**src/hw/rtl/baro_temp_pressure_compensation_unit_defines.svh**
```systemverilog
// ----------------------------------------------------------------------------
// Barometer compensation unit assertion macros
// Concurrent assertion forms used by the queue block of the unit.
// ----------------------------------------------------------------------------
`ifndef BARO_TEMP_PRESSURE_COMPENSATION_UNIT_DEFINES_SVH
`define BARO_TEMP_PRESSURE_COMPENSATION_UNIT_DEFINES_SVH

// Consequent must hold in the same cycle as the antecedent.
`define BTPC_ASSERT_NOW(lbl, clk, rstn, ante, cons, msg) \
    lbl: assert property (@(posedge clk) disable iff (!rstn) (ante) |-> (cons)) \
        else $error(msg);

// Consequent must hold in the cycle after the antecedent.
`define BTPC_ASSERT_NEXT(lbl, clk, rstn, ante, cons, msg) \
    lbl: assert property (@(posedge clk) disable iff (!rstn) (ante) |=> (cons)) \
        else $error(msg);

`endif

```
**src/hw/rtl/btpc_pkg.sv**
```systemverilog
// ----------------------------------------------------------------------------
// Barometer compensation package
// Types, register indexes and constants shared by the compensation blocks.
// ----------------------------------------------------------------------------
package btpc_pkg;

    // Field widths.
    localparam int RAW_W  = 20;
    localparam int CAL_W  = 48;
    localparam int CENT_W = 15;
    localparam int PRES_W = 32;
    localparam int FINE_W = 32;
    localparam int TF_W   = 24;

    // Divider geometry: 64-bit dividend, 31-bit divisor magnitude.
    localparam int DIV_STAGES = 64;
    localparam int NUM_W      = 64;
    localparam int DEN_W      = 31;

    // Queue between front and back.
    localparam int QDEPTH = 4;
    localparam int QAW    = $clog2(QDEPTH);
    localparam int QCW    = QAW + 1;
    localparam logic [QCW-1:0] QCNT_FULL = QCW'(QDEPTH);

    // Configuration register indexes.
    localparam logic [1:0] CFG_TEMP    = 2'd0;
    localparam logic [1:0] CFG_PRESS_A = 2'd1;
    localparam logic [1:0] CFG_PRESS_B = 2'd2;
    localparam logic [1:0] CFG_PRESS_C = 2'd3;

    // Formula constants.
    localparam logic [24:0] FINE_OFFSET = 25'd128000;
    localparam logic [20:0] PRESS_BASE  = 21'd1048576;
    localparam logic [11:0] PRESS_SCALE = 12'd3125;
    localparam logic signed [18:0] CENTI_LIMIT = 19'sd10000;
    localparam logic [CENT_W-1:0] CENTI_SAT_POS = 15'd10001;
    localparam logic [CENT_W-1:0] CENTI_SAT_NEG = 15'h58EF;   // -10001
    localparam logic [50:0] W_BIAS = {4'b0001, 47'b0};        // 2^47
    localparam logic [PRES_W-1:0] PRES_MAX = '1;

    typedef enum logic [1:0] {
        ST_OK         = 2'd0,
        ST_TEMP_RANGE = 2'd1,
        ST_DIV_ZERO   = 2'd2
    } t_status;

    // Unpacked calibration words.
    typedef struct packed {
        logic [15:0] t1;
        logic [15:0] t2;
        logic [15:0] t3;
        logic [15:0] p1;
        logic [15:0] p2;
        logic [15:0] p3;
        logic [15:0] p4;
        logic [15:0] p5;
        logic [15:0] p6;
        logic [15:0] p7;
        logic [15:0] p8;
        logic [15:0] p9;
    } t_calib;

    // Item handed from the front to the back.
    typedef struct packed {
        logic [RAW_W-1:0]  up;
        logic [TF_W-1:0]   tf;
        logic [CENT_W-1:0] centi;
        t_status           status;
    } t_qitem;

    typedef struct packed {
        logic   push;
        t_qitem item;
    } t_qpush;

    typedef struct packed {
        logic   valid;
        t_qitem item;
    } t_qhead;

    // Result fields that ride along the pressure pipeline.
    typedef struct packed {
        logic [FINE_W-1:0] fine;
        logic [CENT_W-1:0] centi;
        t_status           status;
    } t_tag;

endpackage

```
**src/hw/rtl/btpc_queue.sv**
```systemverilog
// ----------------------------------------------------------------------------
// Compensation item queue
// Small FIFO that decouples the temperature front from the pressure back.
// ----------------------------------------------------------------------------
`include "baro_temp_pressure_compensation_unit_defines.svh"

module btpc_queue (
    input  logic              i_clk,
    input  logic              i_rst_n,
    input  btpc_pkg::t_qpush  i_wr,
    output logic              o_ready,
    input  logic              i_pop,
    output btpc_pkg::t_qhead  o_head
);
    import btpc_pkg::*;

    t_qitem         r_mem [QDEPTH];
    logic [QAW-1:0] r_wp, n_wp;
    logic [QAW-1:0] r_rp, n_rp;
    logic [QCW-1:0] r_cnt, n_cnt;

    // Pointer and fill count update.
    always_comb begin
        n_wp  = i_wr.push ? r_wp + 1'b1 : r_wp;
        n_rp  = i_pop ? r_rp + 1'b1 : r_rp;
        n_cnt = r_cnt;
        if (i_wr.push && !i_pop) begin
            n_cnt = r_cnt + 1'b1;
        end else if (!i_wr.push && i_pop) begin
            n_cnt = r_cnt - 1'b1;
        end
    end

    always_ff @(posedge i_clk) begin
        if (!i_rst_n) begin
            r_wp  <= '0;
            r_rp  <= '0;
            r_cnt <= '0;
        end else begin
            r_wp  <= n_wp;
            r_rp  <= n_rp;
            r_cnt <= n_cnt;
        end
    end

    // Storage holds payload only.
    always_ff @(posedge i_clk) begin
        if (i_wr.push) begin
            r_mem[r_wp] <= i_wr.item;
        end
    end

    assign o_ready      = (r_cnt != QCNT_FULL);
    assign o_head.valid = (r_cnt != '0);
    assign o_head.item  = r_mem[r_rp];

    `BTPC_ASSERT_NOW(a_cnt_bound, i_clk, i_rst_n, 1'b1, r_cnt <= QCNT_FULL, "queue count above depth")
    `BTPC_ASSERT_NOW(a_pop_nonempty, i_clk, i_rst_n, i_pop, r_cnt != '0, "pop from empty queue")
    `BTPC_ASSERT_NOW(a_ptr_cnt, i_clk, i_rst_n, 1'b1, (r_wp - r_rp) == r_cnt[QAW-1:0], "pointers disagree with count")
    `BTPC_ASSERT_NEXT(a_cnt_inc, i_clk, i_rst_n, i_wr.push && !i_pop, r_cnt == $past(r_cnt) + 1'b1, "count did not grow on transfer in")

endmodule

```
**config.mk**
```make
export PLATFORM = sky130hd
export DESIGN_NAME = btpc_queue
export DESIGN_NICKNAME = d
export VERILOG_FILES = /design/src/hw/rtl/btpc_pkg.sv /design/src/hw/rtl/btpc_queue.sv
export VERILOG_INCLUDE_DIRS = /design/src /design/src/hw/rtl
export SDC_FILE = /design/constraint.sdc
export NUM_CORES = 1
export LEC_CHECK = 0
export BUFFER_PORTS_ARGS = -buffer_cell sky130_fd_sc_hd__buf_2
export CELL_PAD_IN_SITES_DETAIL_PLACEMENT = 1
export CELL_PAD_IN_SITES_GLOBAL_PLACEMENT = 2
export CORE_MARGIN = 2
export CORE_UTILIZATION = 40
export CTS_CLUSTER_DIAMETER = 80
export DETAILED_ROUTE_END_ITERATION = 16
export GPL_ROUTABILITY_DRIVEN = 1
export PLACE_DENSITY = 0.74
export SYNTH_ARGS = -nofsm -noshare
export SYNTH_HDL_FRONTEND = slang
export SYNTH_SLANG_ARGS = --single-unit
```
**constraint.sdc**
```tcl
create_clock -name i_clk -period 3.4 [get_ports i_clk]
set_input_delay 0.68 -clock i_clk [delete_from_list [all_inputs] [get_ports i_clk]]
set_output_delay 0.68 -clock i_clk [all_outputs]
set_load 0.005 [all_outputs]
```
Yosys cells after proc, flatten, opt, wreduce, memory -nomap -nowiden
Memory sizes are Yosys's and may differ from the RTL's. A register that Yosys moved wholly into a read port is not among the register bits.
Cells that the tools add are included.
- input port bits: 65
- bits in writable memories: 244
- memories kept: 1
- logic and storage cells: 21
- bits in registers: 7
- memory list (memory ; depth ; width ; read ports ; clocked after memory_dff ; write ports ; RTL line ; text):
    r_mem ; 4 ; 61 ; 1 ; 1 ; 1 ; btpc_queue.sv:17 ; t_qitem r_mem [QDEPTH];
- equality and inequality tests: 1
- add/sub/neg operators: 4
- reductions and logical operators: 6
- multiplexer cells: 6
- operators with widths (cell ; count):
    3-bit two-way mux ; 2
    2-bit by 1-bit adder with 2-bit output (second input constant) ; 2
    2-bit two-way mux ; 2
    3-bit by 1-bit adder with 3-bit output (second input constant) ; 1
    3-bit inequality test (second input constant) ; 1
    3-bit nonzero test ; 1
    3-bit by 1-bit subtractor with 3-bit output (second input constant) ; 1
    1-bit logical AND ; 2
    1-bit zero test ; 2
    1-bit two-way mux ; 2
    2-bit nonzero test ; 1

Logic depth before layout (Yosys ltp)
- depth in word-level cells: 4
- gate-level depth with buffers: 7

Worst setup path after synthesis
No wires, ideal clock.
- kind: input to register
- start point: in i_wr[61] (netlist bit)
- end point: mem r_mem[0][0] (netlist bit) (enable)
- slack: 0.855 ns
- arrival time: 2.120 ns
- required time: 2.975 ns
- stages on the path: 1
- path through: and2_1
- longest elaborated chain between the ends: 2
- ends and longest elaborated chain (item ; RTL line ; text):
    start, declared ; btpc_queue.sv:10 ; input btpc_pkg::t_qpush i_wr,
    1-bit two-way mux ; btpc_queue.sv:48 ; if (i_wr.push) begin
    1-bit two-way mux (implied by the code) ; btpc_queue.sv:49 ; r_mem[r_wp] <= i_wr.item;
    end, declared ; btpc_queue.sv:17 ;
Every way passes these cells.

==> impl_results.md <==
* Setup ws final at 0.4636 ns
* Nets at 579
* Final setup TNS at 0 ns
* Worst Path Required at roughly 2.7 ns
* Clock skew at 0.009209 ns
* Post-DR vias/cell at ~5
* Drt pass-1 iters at 4
* Synth top area share at 0.7865
* Grt total ovfl at 0
* Routing usage on met3 at 0.03960
* Placed Cells at 792
* Final period util at 0.8636
* Max-slew violations at 0
* Fin area at around 11000 sq um
* Via count at 4199
* Most common cell in the netlist: edfxtp_1
* Core ar. at between 20000 and 25000 sq um
* Area leader, netlist: edfxtp_1
* Routability cong. at 0.6600
* #FFs+latches synth at 253
* Final Util at 0.4879
* Clock Latency Late Sink at roughly 0.51 ns
* Syn. warnings at 0
* # fillers at 2030
* M2 GR Usage at 0.2597
* Reg-to-Reg Start: r_wp[0]
* Synth async-reset ratio at 0
* # diodes at 0
* Avg WL per Cell at 20.86 um
* CTS Buf Count at 27
* # hold bufs at CTS at 0
* RSZ-0062 raised after global routing: no
* Worst-Margin Slew at 0.9825 ns
* Fin crit period at ~3 ns
* Initial Util at 0.4090
* CTS H-tree depth at 1
* Post-synth EDFFs at 244
* CP delay by family, top: flip-flops
* Levels on crit path at 3
* CTS tree: built
* CP bufs+invs at 2
* Post-CTS Setup Repair Bufs at 0
* GR peak layer: met2
* Worst Setup End Kind: output pin
* Leak at 0.003743 uW
* Largest net degree at the start of global routing at 62
* Routed WL at 17500 um
* FF/Latch Area at 7515 sq um
* Crit Path Class: reg2out
* CP max FO at 23
* Synth cell types at 21
* CP peak stage delay at 0.67 ns
* Top-Level Pins at roughly 130
* Seq/Total Area, Yosys at 0.8058
* Power density over the cells at 633.8 nW/um^2
* Syn Area/Cell at 25.67 sq um
* Port buffer count at 127
* Initial antenna violation count at 4
* Slowest cell on crit path: dfxtp_4
* Synth cell count leaders: edfxtp_1 (244), mux4_2 (60), and2_1 (9), dfxtp_1 (9)
* DRT iter0 DRCs at 287
* Final hold vios at 0
* Place WS at between 0.9 and 1 ns
* Met1 Track Usage GR at 0.1781
* Gr usage total at 0.1461
* Reg2Reg Depth at 3
* Non-filler cells in the finished layout at 839
* Post-detail-place hpwl at 10280 um
* Vias in the first global route at 4774
* Share of cells above drive strength 1 at 0.4468
* Placed Area at 10240 sq um
* Worst slew margin at 0.3450
* Die Ht at 156.6 um
* Flip-flop cell with the highest count after synthesis: edfxtp_1
* Maxcap violations at 0
* Max Clk Rate at 340.6 MHz
* VDD IR max at roughly 340 uV
* R2R setup slack at 1.58 ns
* Worst hold path type: in2reg
* Antenna-violating nets left at 0
* Root Driver: clkbuf_16
* Status: finished, final reports clean
* Final setup vio count at 0
* # rows at 55
* Resize count post-CTS at 0
* Synthesis-to-finish area growth at 19.29%
* Clk pin slew, worst setup/hold paths at 0.06 ns
* Startpoint Class: flip-flop
* Cell count after synthesis at about 360
* Sink Count at 253
* Mapped Nets at 434
* Post-Syn Area at 9316 sq um
* First-pass GRT wire length at 27030 um
* Die area at 24530 sq um
* R2r endpoint: r_mem[2][50]
* Chip width at 156.6 um
* Critical Path End: o_head[28]
* Multi-input logic area at 1639 sq um
* Top cells by area, synth: edfxtp_1 (79%), mux4_2 (15%), dfxtp_1 (1.9%), buf_12 (1.3%), ha_1 (0.67%)
* DRC viols at 0
* Clk buf depth at 3
* Worst endpoint data arrival time at 2.26 ns
* CP Cell Sequence: buf_4 > mux4_2 > buf_2
==> layout by cell type (no fill, tap or decap), types with 2 or more instances in the layout <==
cell       synthesis  routed
and2_1             9       5
mux4_2            60      60
nand2_1            2       2
edfxtp_1         244     244
clkinv_1           0       3
dfxtp_1            9       7
inv_1              4       4
clkbuf_1           0       5
ha_1               5       5
clkinv_2           0       4
clkbuf_8           0       4
dfxtp_4            0       2
mux2i_1            2       2
clkbuf_16          0      29
buf_12             6       2
and2_4             0       4
or3_1              2       2
xnor2_1            2       2
xor2_1             3       3
buf_2              6     127
nor2b_1            2       2
==> state kept, by name (all words and copies together), names as in the netlist, named ones only <==
name	cells
r_cnt	3
r_mem	244
r_rp	2
r_wp	2
==> worst register-to-register path, delay by kind of cell, from the launching register on <==
family / cells / cell delay, ns
buffers and inverters: 1 / 0.11
AND/OR/NAND/NOR: 1 / 0.78
adder cells (fa/ha/maj): 1 / 0.17
flip-flops: 1 / 0.35
==> layer usage <==
layer  share of wire  vias to the layer above
met5          0.0026                        -
li1                -                     1828
met1            0.39                     2215
met2            0.52                      114
met4           0.017                        6
met3           0.068                       36
==> cell families (layout without fill, tap and decap cells) <==
kind of cell	after synthesis	count (layout)	synth area share
muxes	63	63	0.1500
and+or+nand+nor	16	16	0.009937
adders and majority gates	6	6	0.008864
buffers and inverters	18	181	0.01934
xor gates and xnor gates	5	5	0.004701
DFF	253	253	0.8058
AOI/OAI and AO/OA	2	2	0.001343
==> stage by stage <==
stage               total power, uW  hold WS, ns
floorplan                      4055       0.4724
global placement               4290       0.4871
detailed placement             4324       0.5384
CTS                            7145       0.3569
global route                   7313       0.3616
finish                         7044       0.3829
==> report_power, final <==
| part | internal [uW] | switching [uW] |
|---|---|---|
| Clock | 1700 | 1110 |
| Sequential | 3580 | 70.7 |
| Combinational | 299 | 284 |
| Total | 5580 | 1460 |
==> layout make-up <==
cell class                      count  share of cell area
Sequential cell                   253              0.6762
Multi-Input combinational cell     92              0.1475
Clock buffer                       38             0.07194
Timing Repair Buffer              130             0.06147
Tap cell                          313             0.03524
Clock inverter                      9            0.006305
Inverter                            4            0.001351
==> worst min path at each step <==
stage,from,to,cells past startpoint
2_1_floorplan,r_cnt[2],r_cnt[2],2
3_3_place_gp,r_cnt[2],r_cnt[2],2
3_5_place_dp,r_cnt[2],r_cnt[2],2
4_1_cts,i_wr[10],r_mem[2][10],1
5_1_grt,i_wr[56],r_mem[2][56],1
6_report,i_wr[55],r_mem[3][55],1
(Power assumes the default switching activity.)
