<file path="src/hw/rtl/baro_temp_pressure_compensation_unit_defines.svh">
// ----------------------------------------------------------------------------
// Barometer compensation unit assertion macros
// Concurrent assertion forms used by the queue block of the unit.
// ----------------------------------------------------------------------------
`ifndef BARO_TEMP_PRESSURE_COMPENSATION_UNIT_DEFINES_SVH
`define BARO_TEMP_PRESSURE_COMPENSATION_UNIT_DEFINES_SVH

// Consequent must hold in the same cycle as the antecedent.
`define BTPC_ASSERT_NOW(lbl, clk, rstn, ante, cons, msg) \
    lbl: assert property (@(posedge clk) disable iff (!rstn) (ante) |-> (cons)) \
        else $error(msg);

// Consequent must hold in the cycle after the antecedent.
`define BTPC_ASSERT_NEXT(lbl, clk, rstn, ante, cons, msg) \
    lbl: assert property (@(posedge clk) disable iff (!rstn) (ante) |=> (cons)) \
        else $error(msg);

`endif

</file>
<file path="src/hw/rtl/btpc_pkg.sv">
// ----------------------------------------------------------------------------
// Barometer compensation package
// Types, register indexes and constants shared by the compensation blocks.
// ----------------------------------------------------------------------------
package btpc_pkg;

    // Field widths.
    localparam int RAW_W  = 20;
    localparam int CAL_W  = 48;
    localparam int CENT_W = 15;
    localparam int PRES_W = 32;
    localparam int FINE_W = 32;
    localparam int TF_W   = 24;

    // Divider geometry: 64-bit dividend, 31-bit divisor magnitude.
    localparam int DIV_STAGES = 64;
    localparam int NUM_W      = 64;
    localparam int DEN_W      = 31;

    // Queue between front and back.
    localparam int QDEPTH = 4;
    localparam int QAW    = $clog2(QDEPTH);
    localparam int QCW    = QAW + 1;
    localparam logic [QCW-1:0] QCNT_FULL = QCW'(QDEPTH);

    // Configuration register indexes.
    localparam logic [1:0] CFG_TEMP    = 2'd0;
    localparam logic [1:0] CFG_PRESS_A = 2'd1;
    localparam logic [1:0] CFG_PRESS_B = 2'd2;
    localparam logic [1:0] CFG_PRESS_C = 2'd3;

    // Formula constants.
    localparam logic [24:0] FINE_OFFSET = 25'd128000;
    localparam logic [20:0] PRESS_BASE  = 21'd1048576;
    localparam logic [11:0] PRESS_SCALE = 12'd3125;
    localparam logic signed [18:0] CENTI_LIMIT = 19'sd10000;
    localparam logic [CENT_W-1:0] CENTI_SAT_POS = 15'd10001;
    localparam logic [CENT_W-1:0] CENTI_SAT_NEG = 15'h58EF;   // -10001
    localparam logic [50:0] W_BIAS = {4'b0001, 47'b0};        // 2^47
    localparam logic [PRES_W-1:0] PRES_MAX = '1;

    typedef enum logic [1:0] {
        ST_OK         = 2'd0,
        ST_TEMP_RANGE = 2'd1,
        ST_DIV_ZERO   = 2'd2
    } t_status;

    // Unpacked calibration words.
    typedef struct packed {
        logic [15:0] t1;
        logic [15:0] t2;
        logic [15:0] t3;
        logic [15:0] p1;
        logic [15:0] p2;
        logic [15:0] p3;
        logic [15:0] p4;
        logic [15:0] p5;
        logic [15:0] p6;
        logic [15:0] p7;
        logic [15:0] p8;
        logic [15:0] p9;
    } t_calib;

    // Item handed from the front to the back.
    typedef struct packed {
        logic [RAW_W-1:0]  up;
        logic [TF_W-1:0]   tf;
        logic [CENT_W-1:0] centi;
        t_status           status;
    } t_qitem;

    typedef struct packed {
        logic   push;
        t_qitem item;
    } t_qpush;

    typedef struct packed {
        logic   valid;
        t_qitem item;
    } t_qhead;

    // Result fields that ride along the pressure pipeline.
    typedef struct packed {
        logic [FINE_W-1:0] fine;
        logic [CENT_W-1:0] centi;
        t_status           status;
    } t_tag;

endpackage

</file>
<file path="src/hw/rtl/btpc_front.sv">
// ----------------------------------------------------------------------------
// Temperature front
// Accepts raw readings, computes the fine temperature and the temperature in
// hundredths of a degree, classifies the range and pushes into the queue.
// ----------------------------------------------------------------------------
module btpc_front (
    input  logic                         i_clk,
    input  logic                         i_rst_n,
    input  btpc_pkg::t_calib             i_cal,
    input  logic                         i_valid,
    output logic                         o_stall,
    input  logic [btpc_pkg::RAW_W-1:0]   i_raw_pressure,
    input  logic [btpc_pkg::RAW_W-1:0]   i_raw_temperature,
    input  logic                         i_q_ready,
    output btpc_pkg::t_qpush             o_wr
);
    import btpc_pkg::*;

    localparam int NST = 6;

    logic              r_vld [NST];
    logic [RAW_W-1:0]  r_up  [NST-1];
    logic              en;

    logic [17:0]        r_a, n_a;
    logic [16:0]        r_d, n_d;
    logic signed [33:0] r_m1, n_m1;
    logic signed [33:0] r_dd, n_dd;
    logic [22:0]        r_v1t;
    logic signed [37:0] r_m2, n_m2;
    logic [TF_W-1:0]    r_tf4, n_tf;
    logic [TF_W-1:0]    r_tf5;
    logic [26:0]        s27;
    logic [18:0]        r_c;
    t_qitem             r_item, n_item;
    logic               gt, lt;

    // The whole front advances unless its last stage is blocked by a full queue.
    assign en      = !r_vld[NST-1] || i_q_ready;
    assign o_stall = !en;

    // Stage arithmetic.
    always_comb begin
        n_a  = {1'b0, i_raw_temperature[19:3]} - {1'b0, i_cal.t1, 1'b0};
        n_d  = {1'b0, i_raw_temperature[19:4]} - {1'b0, i_cal.t1};
        n_m1 = $signed(r_a) * $signed(i_cal.t2);
        n_dd = $signed(r_d) * $signed(r_d);
        n_m2 = $signed({1'b0, r_dd[32:12]}) * $signed(i_cal.t3);
        n_tf = {r_v1t[22], r_v1t} + r_m2[37:14];
        s27  = {{3{r_tf4[TF_W-1]}}, r_tf4} + {r_tf4[TF_W-1], r_tf4, 2'b00} + 27'd128;
    end

    // Range check and saturation of the temperature.
    always_comb begin
        gt             = ($signed(r_c) > CENTI_LIMIT);
        lt             = ($signed(r_c) < -CENTI_LIMIT);
        n_item.up      = r_up[NST-2];
        n_item.tf      = r_tf5;
        n_item.centi   = r_c[CENT_W-1:0];
        n_item.status  = ST_OK;
        if (gt) begin
            n_item.centi  = CENTI_SAT_POS;
            n_item.status = ST_TEMP_RANGE;
        end else if (lt) begin
            n_item.centi  = CENTI_SAT_NEG;
            n_item.status = ST_TEMP_RANGE;
        end
    end

    always_ff @(posedge i_clk) begin
        if (!i_rst_n) begin
            for (int s = 0; s < NST; s++) begin
                r_vld[s] <= 1'b0;
            end
        end else if (en) begin
            r_vld[0] <= i_valid;
            for (int s = 1; s < NST; s++) begin
                r_vld[s] <= r_vld[s-1];
            end
        end
    end

    always_ff @(posedge i_clk) begin
        if (en) begin
            r_up[0] <= i_raw_pressure;
            for (int s = 1; s < NST-1; s++) begin
                r_up[s] <= r_up[s-1];
            end
            r_a    <= n_a;
            r_d    <= n_d;
            r_m1   <= n_m1;
            r_dd   <= n_dd;
            r_v1t  <= r_m1[33:11];
            r_m2   <= n_m2;
            r_tf4  <= n_tf;
            r_tf5  <= r_tf4;
            r_c    <= s27[26:8];
            r_item <= n_item;
        end
    end

    assign o_wr.push = r_vld[NST-1] && i_q_ready;
    assign o_wr.item = r_item;

endmodule

</file>
<file path="config.mk">
export PLATFORM = sky130hd
export DESIGN_NAME = btpc_front
export DESIGN_NICKNAME = d
export VERILOG_FILES = /design/src/hw/rtl/baro_temp_pressure_compensation_unit_defines.svh /design/src/hw/rtl/btpc_pkg.sv /design/src/hw/rtl/btpc_front.sv
export SDC_FILE = /design/constraint.sdc
export NUM_CORES = 2
export LEC_CHECK = 0
export BUFFER_PORTS_ARGS = -buffer_cell sky130_fd_sc_hd__buf_2
export CORE_MARGIN = 5
export CORE_UTILIZATION = 36
export CTS_CLUSTER_SIZE = 24
export DETAILED_ROUTE_END_ITERATION = 6
export GPL_ROUTABILITY_DRIVEN = 1
export PLACE_DENSITY_LB_ADDON = 0.05
export RECOVER_POWER = 50
export SLEW_MARGIN = 30
export SYNTH_ARGS = -nofsm -noshare
export SYNTH_HDL_FRONTEND = slang
export SYNTH_SLANG_ARGS = --single-unit
</file>
<file path="constraint.sdc">
create_clock -name i_clk -period 8.9 [get_ports i_clk]
set_input_delay 0.445 -clock i_clk [delete_from_list [all_inputs] [get_ports i_clk]]
set_output_delay 0.445 -clock i_clk [all_outputs]
set_load 0.005 [all_outputs]
</file>
After elaboration in Yosys (flattened, before gate mapping)
Memory sizes are Yosys's and may differ from the RTL's. A register that Yosys moved wholly into a read port is not among the register bits.
Index checks and enable logic that the tools add are counted.
{ "totals": {"mem_count": 2, "register_bits": 271, "word_cells": 48, "ramBits": 106, "output_inout_bits": 63, "input_bits": 236} }
{ "classes": {"add_sub_neg": 5, "multipliers": 3, "reduce_logical": 5, "order_cmp": 2, "n_mux": 12, "bitwise_logic": 6} }
{ "mem_list": {"columns": ["name", "words", "word_bits", "rd", "rd_clocked_by_memory_dff", "write_ports", "line_no", "text"], "rows": [
  ["r_up", 5, 20, 5, 1, 5, "btpc_front.sv:22", "logic [RAW_W-1:0] r_up [NST-1];"],
  ["r_vld", 6, 1, 6, 0, 6, "btpc_front.sv:21", "logic r_vld [NST];"]
]} }
{ "ops": {"columns": ["operator", "count"], "rows": [
  ["multiplier 22 x 16 -> 38 bit", 1],
  ["multiplier 18 x 16 -> 34 bit", 1],
  ["multiplier 17 x 17 -> 33 bit", 1],
  ["adder 24 x 26 -> 27 bit", 1],
  ["adder 27 x 8 -> 27 bit (second input constant)", 1],
  ["adder 24 bit", 1],
  ["greater-than comparator 19 x 15 -> 1 bit (second input constant)", 1],
  ["less-than comparator 19 x 15 -> 1 bit (second input constant)", 1],
  ["subtractor 17 x 17 -> 18 bit", 1],
  ["two-way mux 17 bit", 1],
  ["subtractor 16 x 16 -> 17 bit", 1],
  ["two-way mux 1 bit", 11],
  ["bitwise OR 1 bit", 6],
  ["logical NOT 1 bit", 2],
  ["OR reduction 2 bit", 1],
  ["logical AND 1 bit", 1],
  ["logical OR 1 bit", 1]
]} }

Depth between registers and ports, before layout
{ "logic_depth": {"word_depth": 6, "mapped_depth": 26, "mapped_depth_nobuf": 24} }

Least setup slack after synthesis
OpenSTA, ideal clock, no wires.
{ "synth_path": {"path_kind": "input to register", "startpoint": "in i_q_ready", "endpoint": "mem r_vld[0][0], enable pin", "path_slack_ns": -1.282, "n_path_buf": 0, "setup_time_ns": 0.358, "required_ns": 8.542, "t_arrival_ns": 9.823, "cell_stages": 3, "path_cell_list": "nand2b_1 inv_1 nand2_1"} }
{ "synth_lines": {"columns": ["item", "line_no", "text"], "rows": [
  ["start, declared", "btpc_front.sv:14", "input logic i_q_ready,"],
  ["end, declared", "btpc_front.sv:21", null]
]} }

==> summary.md <==
| Metric | Value |
|---|---|
| Clock skew | `about 0.040 ns` |
| Syn. warnings | `0` |
| Crit path capture type | `flop` |
| Total of max-cap violations | `2` |
| DRC marker count from the first detailed-route iteration | `about 1100` |
| Syn_area_per_cell | `10.5 sq um` |
| Global-route usage over all layers | `17.1%` |
| Startpoint Class | `flop` |
| First-pass GRT wire length | `170 mm` |
| Worst Hold End | `r_up[0][2]` |
| Rel. slew slack | `-170%` |
| Period utilization | `83.7%` |
| Worst hold path type | `in2reg` |
| Post-synthesis instance area | `43800 sq um` |
| Total congestion overflow | `0` |
| Netlist cell types | `61` |
| Asr flop ratio synth | `0%` |
| Initial Utilization | `36.1%` |
| Syn nets | `5596` |
| RSZ-0062 raised after global routing | `no` |
| Synth Flop Type | `edfxtp_1` |
| Dpl hpwl | `~83 mm` |
| Worst Reg2Reg Path Length in Cells | `23` |
| Outcome | `complete, but fails checks` |
| Layout cells sized above 1 | `5.14%` |
| Post-synthesis sequential area ratio | `about a quarter` |
| Post-route setup TNS | `0 ns` |
| EDFF count, synth | `342` |
| Total die area | `129000 sq um` |
| Vias in the first global route | `30100` |
| Max Transition Viols Final | `194` |
| Hold-fix buffers, CTS | `15` |
| # DRC | `0` |
| Initial antenna violation count | `3` |
| CTS max path bufs | `3` |
| Register area | `10300 sq um` |
| Worst EP required | `approximately 9.2 ns` |
| Pin count of the biggest net entering global routing | `147` |
| Critical path, cell by cell | `buf_4, nand2_1, fa_1, inv_1, fa_1, inv_1, fa_1, inv_1, fa_1, inv_1, fa_1, fa_1, inv_1, ha_1, a21oi_1, o21ai_0, o41ai_2, o21ai_0, or4_1, o21ai_1, o21ai_1, a21oi_1, xnor2_1` |
| CTS root buf | `clkbuf_16` |
| I/O pin count | `299` |
| Cts bufs inserted | `43` |
| WL per Instance | `approximately 18 um` |
| Peak Freq | `0.134 GHz` |
| Post-cts gate resize count | `0` |
| WP data arrival | `7.79 ns` |
| Die X | `359 um` |
| H-tree depth | `2` |
| Synthesized flop and latch total | `342` |
| R2R Setup Slk | `approximately 1.4 ns` |
| Final count of hold timing violations | `0` |
| # clock sinks | `around 340` |
| Type of the worst setup path | `reg2reg` |
| Most frequent cells in the layout | `inv_1, fa_1, nand2_1, ha_1, edfxtp_1` |
| # Post-CTS Setup Buffers | `0` |
| Slew @ Worst Pin | `4.05 ns` |
| WL final | `~110 mm` |
| Worst hold start | `i_raw_pressure[2]` |
| Multi-input logic area | `between 20000 and 30000 sq um` |
| Reg-to-reg startpoint | `r_a[8]` |
| Most common cell after layout, fill and taps aside | `inv_1` |
| Failing checks | `max-capacitance violations, max-slew violations` |
| Worst reg2reg path endpoint | `r_dd[32]` |
| Total number of vias | `27200` |
| Crit Path Max Fanout | `16` |
| Cell count after synthesis | `about 4200` |
| CTS tree | `yes` |
| Worst-path cell with the longest stage delay | `edfxtp_1` |
| 1st-pass router iterations | `5` |
| DIE HEIGHT | `359 um` |
| Layout Nets | `5718` |
| Number of port buffers | `150` |
| Vias per cell | `4.58` |
| Hold Path Cell Cnt | `1` |
| Crit path top cell by count | `fa_1` |
| Number of fill cells | `12200` |
| Final setup fails | `0` |
| Placer Congestion | `0.776` |
| Fin crit period | `7.45 ns` |
| Worst-path clk slew | `0.06 ns` |
| Worst skew pair latency | `0.61 ns` |
| Area Growth Syn to Fin | `9.35%` |
| Std-Cell Rows | `about 130` |
| Max stage delay on crit path | `between 0.9 and 1 ns` |
| Core Area | `121000 sq um` |
| Antenna Nets Post-Route | `0` |
## worst max-delay path, delay by kind of cell, from the launching register on
kind            cells  cell delay (ns)
flops               1             0.92
buf+inv             6             0.58
compound gates      7             1.68
fa+ha+maj           7             3.33
simple gates        2             0.59
xor+xnor            1             0.08
## synth_stat cells (2+ instances only)
master / number / area share, %
inv_1: 1030 / 8.8
fa_1: 818 / 37
nand2_1: 496 / 4.3
ha_1: 376 / 11
edfxtp_1: 342 / 23
and2_1: 300 / 4.3
clkbuf_1: 133 / 1.1
nor2_1: 115 / 0.99
xnor2_1: 92 / 1.8
a21oi_1: 72 / 0.82
o21ai_0: 51 / 0.58
xor2_1: 41 / 0.82
a21o_1: 37 / 0.63
nor3_1: 29 / 0.33
o21a_1: 27 / 0.46
nand2b_1: 25 / 0.36
nand3_1: 21 / 0.24
and3_1: 16 / 0.23
nor2b_1: 16 / 0.23
nand4_1: 13 / 0.19
or3_1: 10 / 0.14
a211oi_1: 9 / 0.15
o21bai_1: 9 / 0.15
o211ai_1: 7 / 0.12
a31oi_1: 6 / 0.086
or2_2: 6 / 0.086
nor4_1: 5 / 0.071
o31ai_1: 5 / 0.086
a211o_1: 4 / 0.080
a21boi_0: 4 / 0.069
a22oi_1: 3 / 0.051
a41oi_1: 3 / 0.060
o2111ai_1: 3 / 0.060
o21ai_1: 3 / 0.034
o41ai_1: 3 / 0.060
or4_1: 3 / 0.051
a2111oi_0: 2 / 0.040
a2111oi_2: 2 / 0.069
and4_1: 2 / 0.040
buf_1: 2 / 0.017
nor3b_1: 2 / 0.034
o211a_1: 2 / 0.046
o22ai_1: 2 / 0.029
o41ai_2: 2 / 0.074
## layer usage
layer | track usage (%) | wire (um) | share of wire [%]
met1 | 23.0 | 48000 | 45
met2 | 30.1 | 53000 | 50
met5 | 0 | 27 | 0.025
met3 | 1.71 | 3290 | 3.1
met4 | 3.34 | 1830 | 1.7
## worst max path at each step
stage / from / to / slack, ns / cells after the start
floorplan: i_cal[145] / r_m2[36] / 2.45 / 24
global placement: r_a[17] / r_dd[32] / 1.41 / 20
detailed placement: i_cal[161] / r_m1[28] / 1.48 / 20
CTS: r_a[4] / r_m1[33] / 1.45 / 21
global route: r_a[17] / r_dd[32] / 1.11 / 20
finish: r_a[8] / r_dd[32] / 1.45 / 23
## kinds of logic (layout without fill, tap and decap cells)
| kind of cell | after synthesis | count (layout) | share of synthesized area [%] |
|---|---|---|---|
| fa+ha+maj | 1194 | 1194 | 48.2 |
| simple gates | 1062 | 1062 | 11.6 |
| xor+xnor | 133 | 133 | 2.66 |
| flops | 342 | 342 | 23.5 |
| other cells | 1 | 3 | 0.00857 |
| buf+inv | 1167 | 1316 | 10.0 |
| compound gates | 267 | 267 | 4.06 |
## cell type report
class                      instances  share of cell area [%]
multi-input combinational       2657                    60.8
clock buffer                      53                    2.33
tap                             1625                    4.25
inverter                        1030                    8.08
sequential                       342                    21.5
clock inverter                    19                   0.492
timing repair buffer             214                    2.57
antenna                            2                  0.0105
## stage by stage
stage	setup slack, ns	cell area (sq um)	hold WS [ns]	utilization (%)	cells
floorplan	2.45	43800	0.400	-	4166
global placement	1.41	46400	0.400	38.3	5848
detailed placement	1.48	46400	0.405	38.3	5852
CTS	1.45	47900	0.00962	39.5	5939
global route	1.11	47800	0.0611	39.5	5940
finish	1.45	47900	0.104	39.5	5942
## flip-flops by register name (all words and copies together), names as in the netlist
signal	cells
r_up	100
o_wr	60
r_m2	24
r_tf4	24
r_tf5	24
r_m1	23
r_v1t	23
r_dd	21
r_c	19
r_a	18
r_vld	6
Power is left out: the tool's default activity adds up to more than one toggle a clock period on the data nets, which glitch-free logic cannot reach.
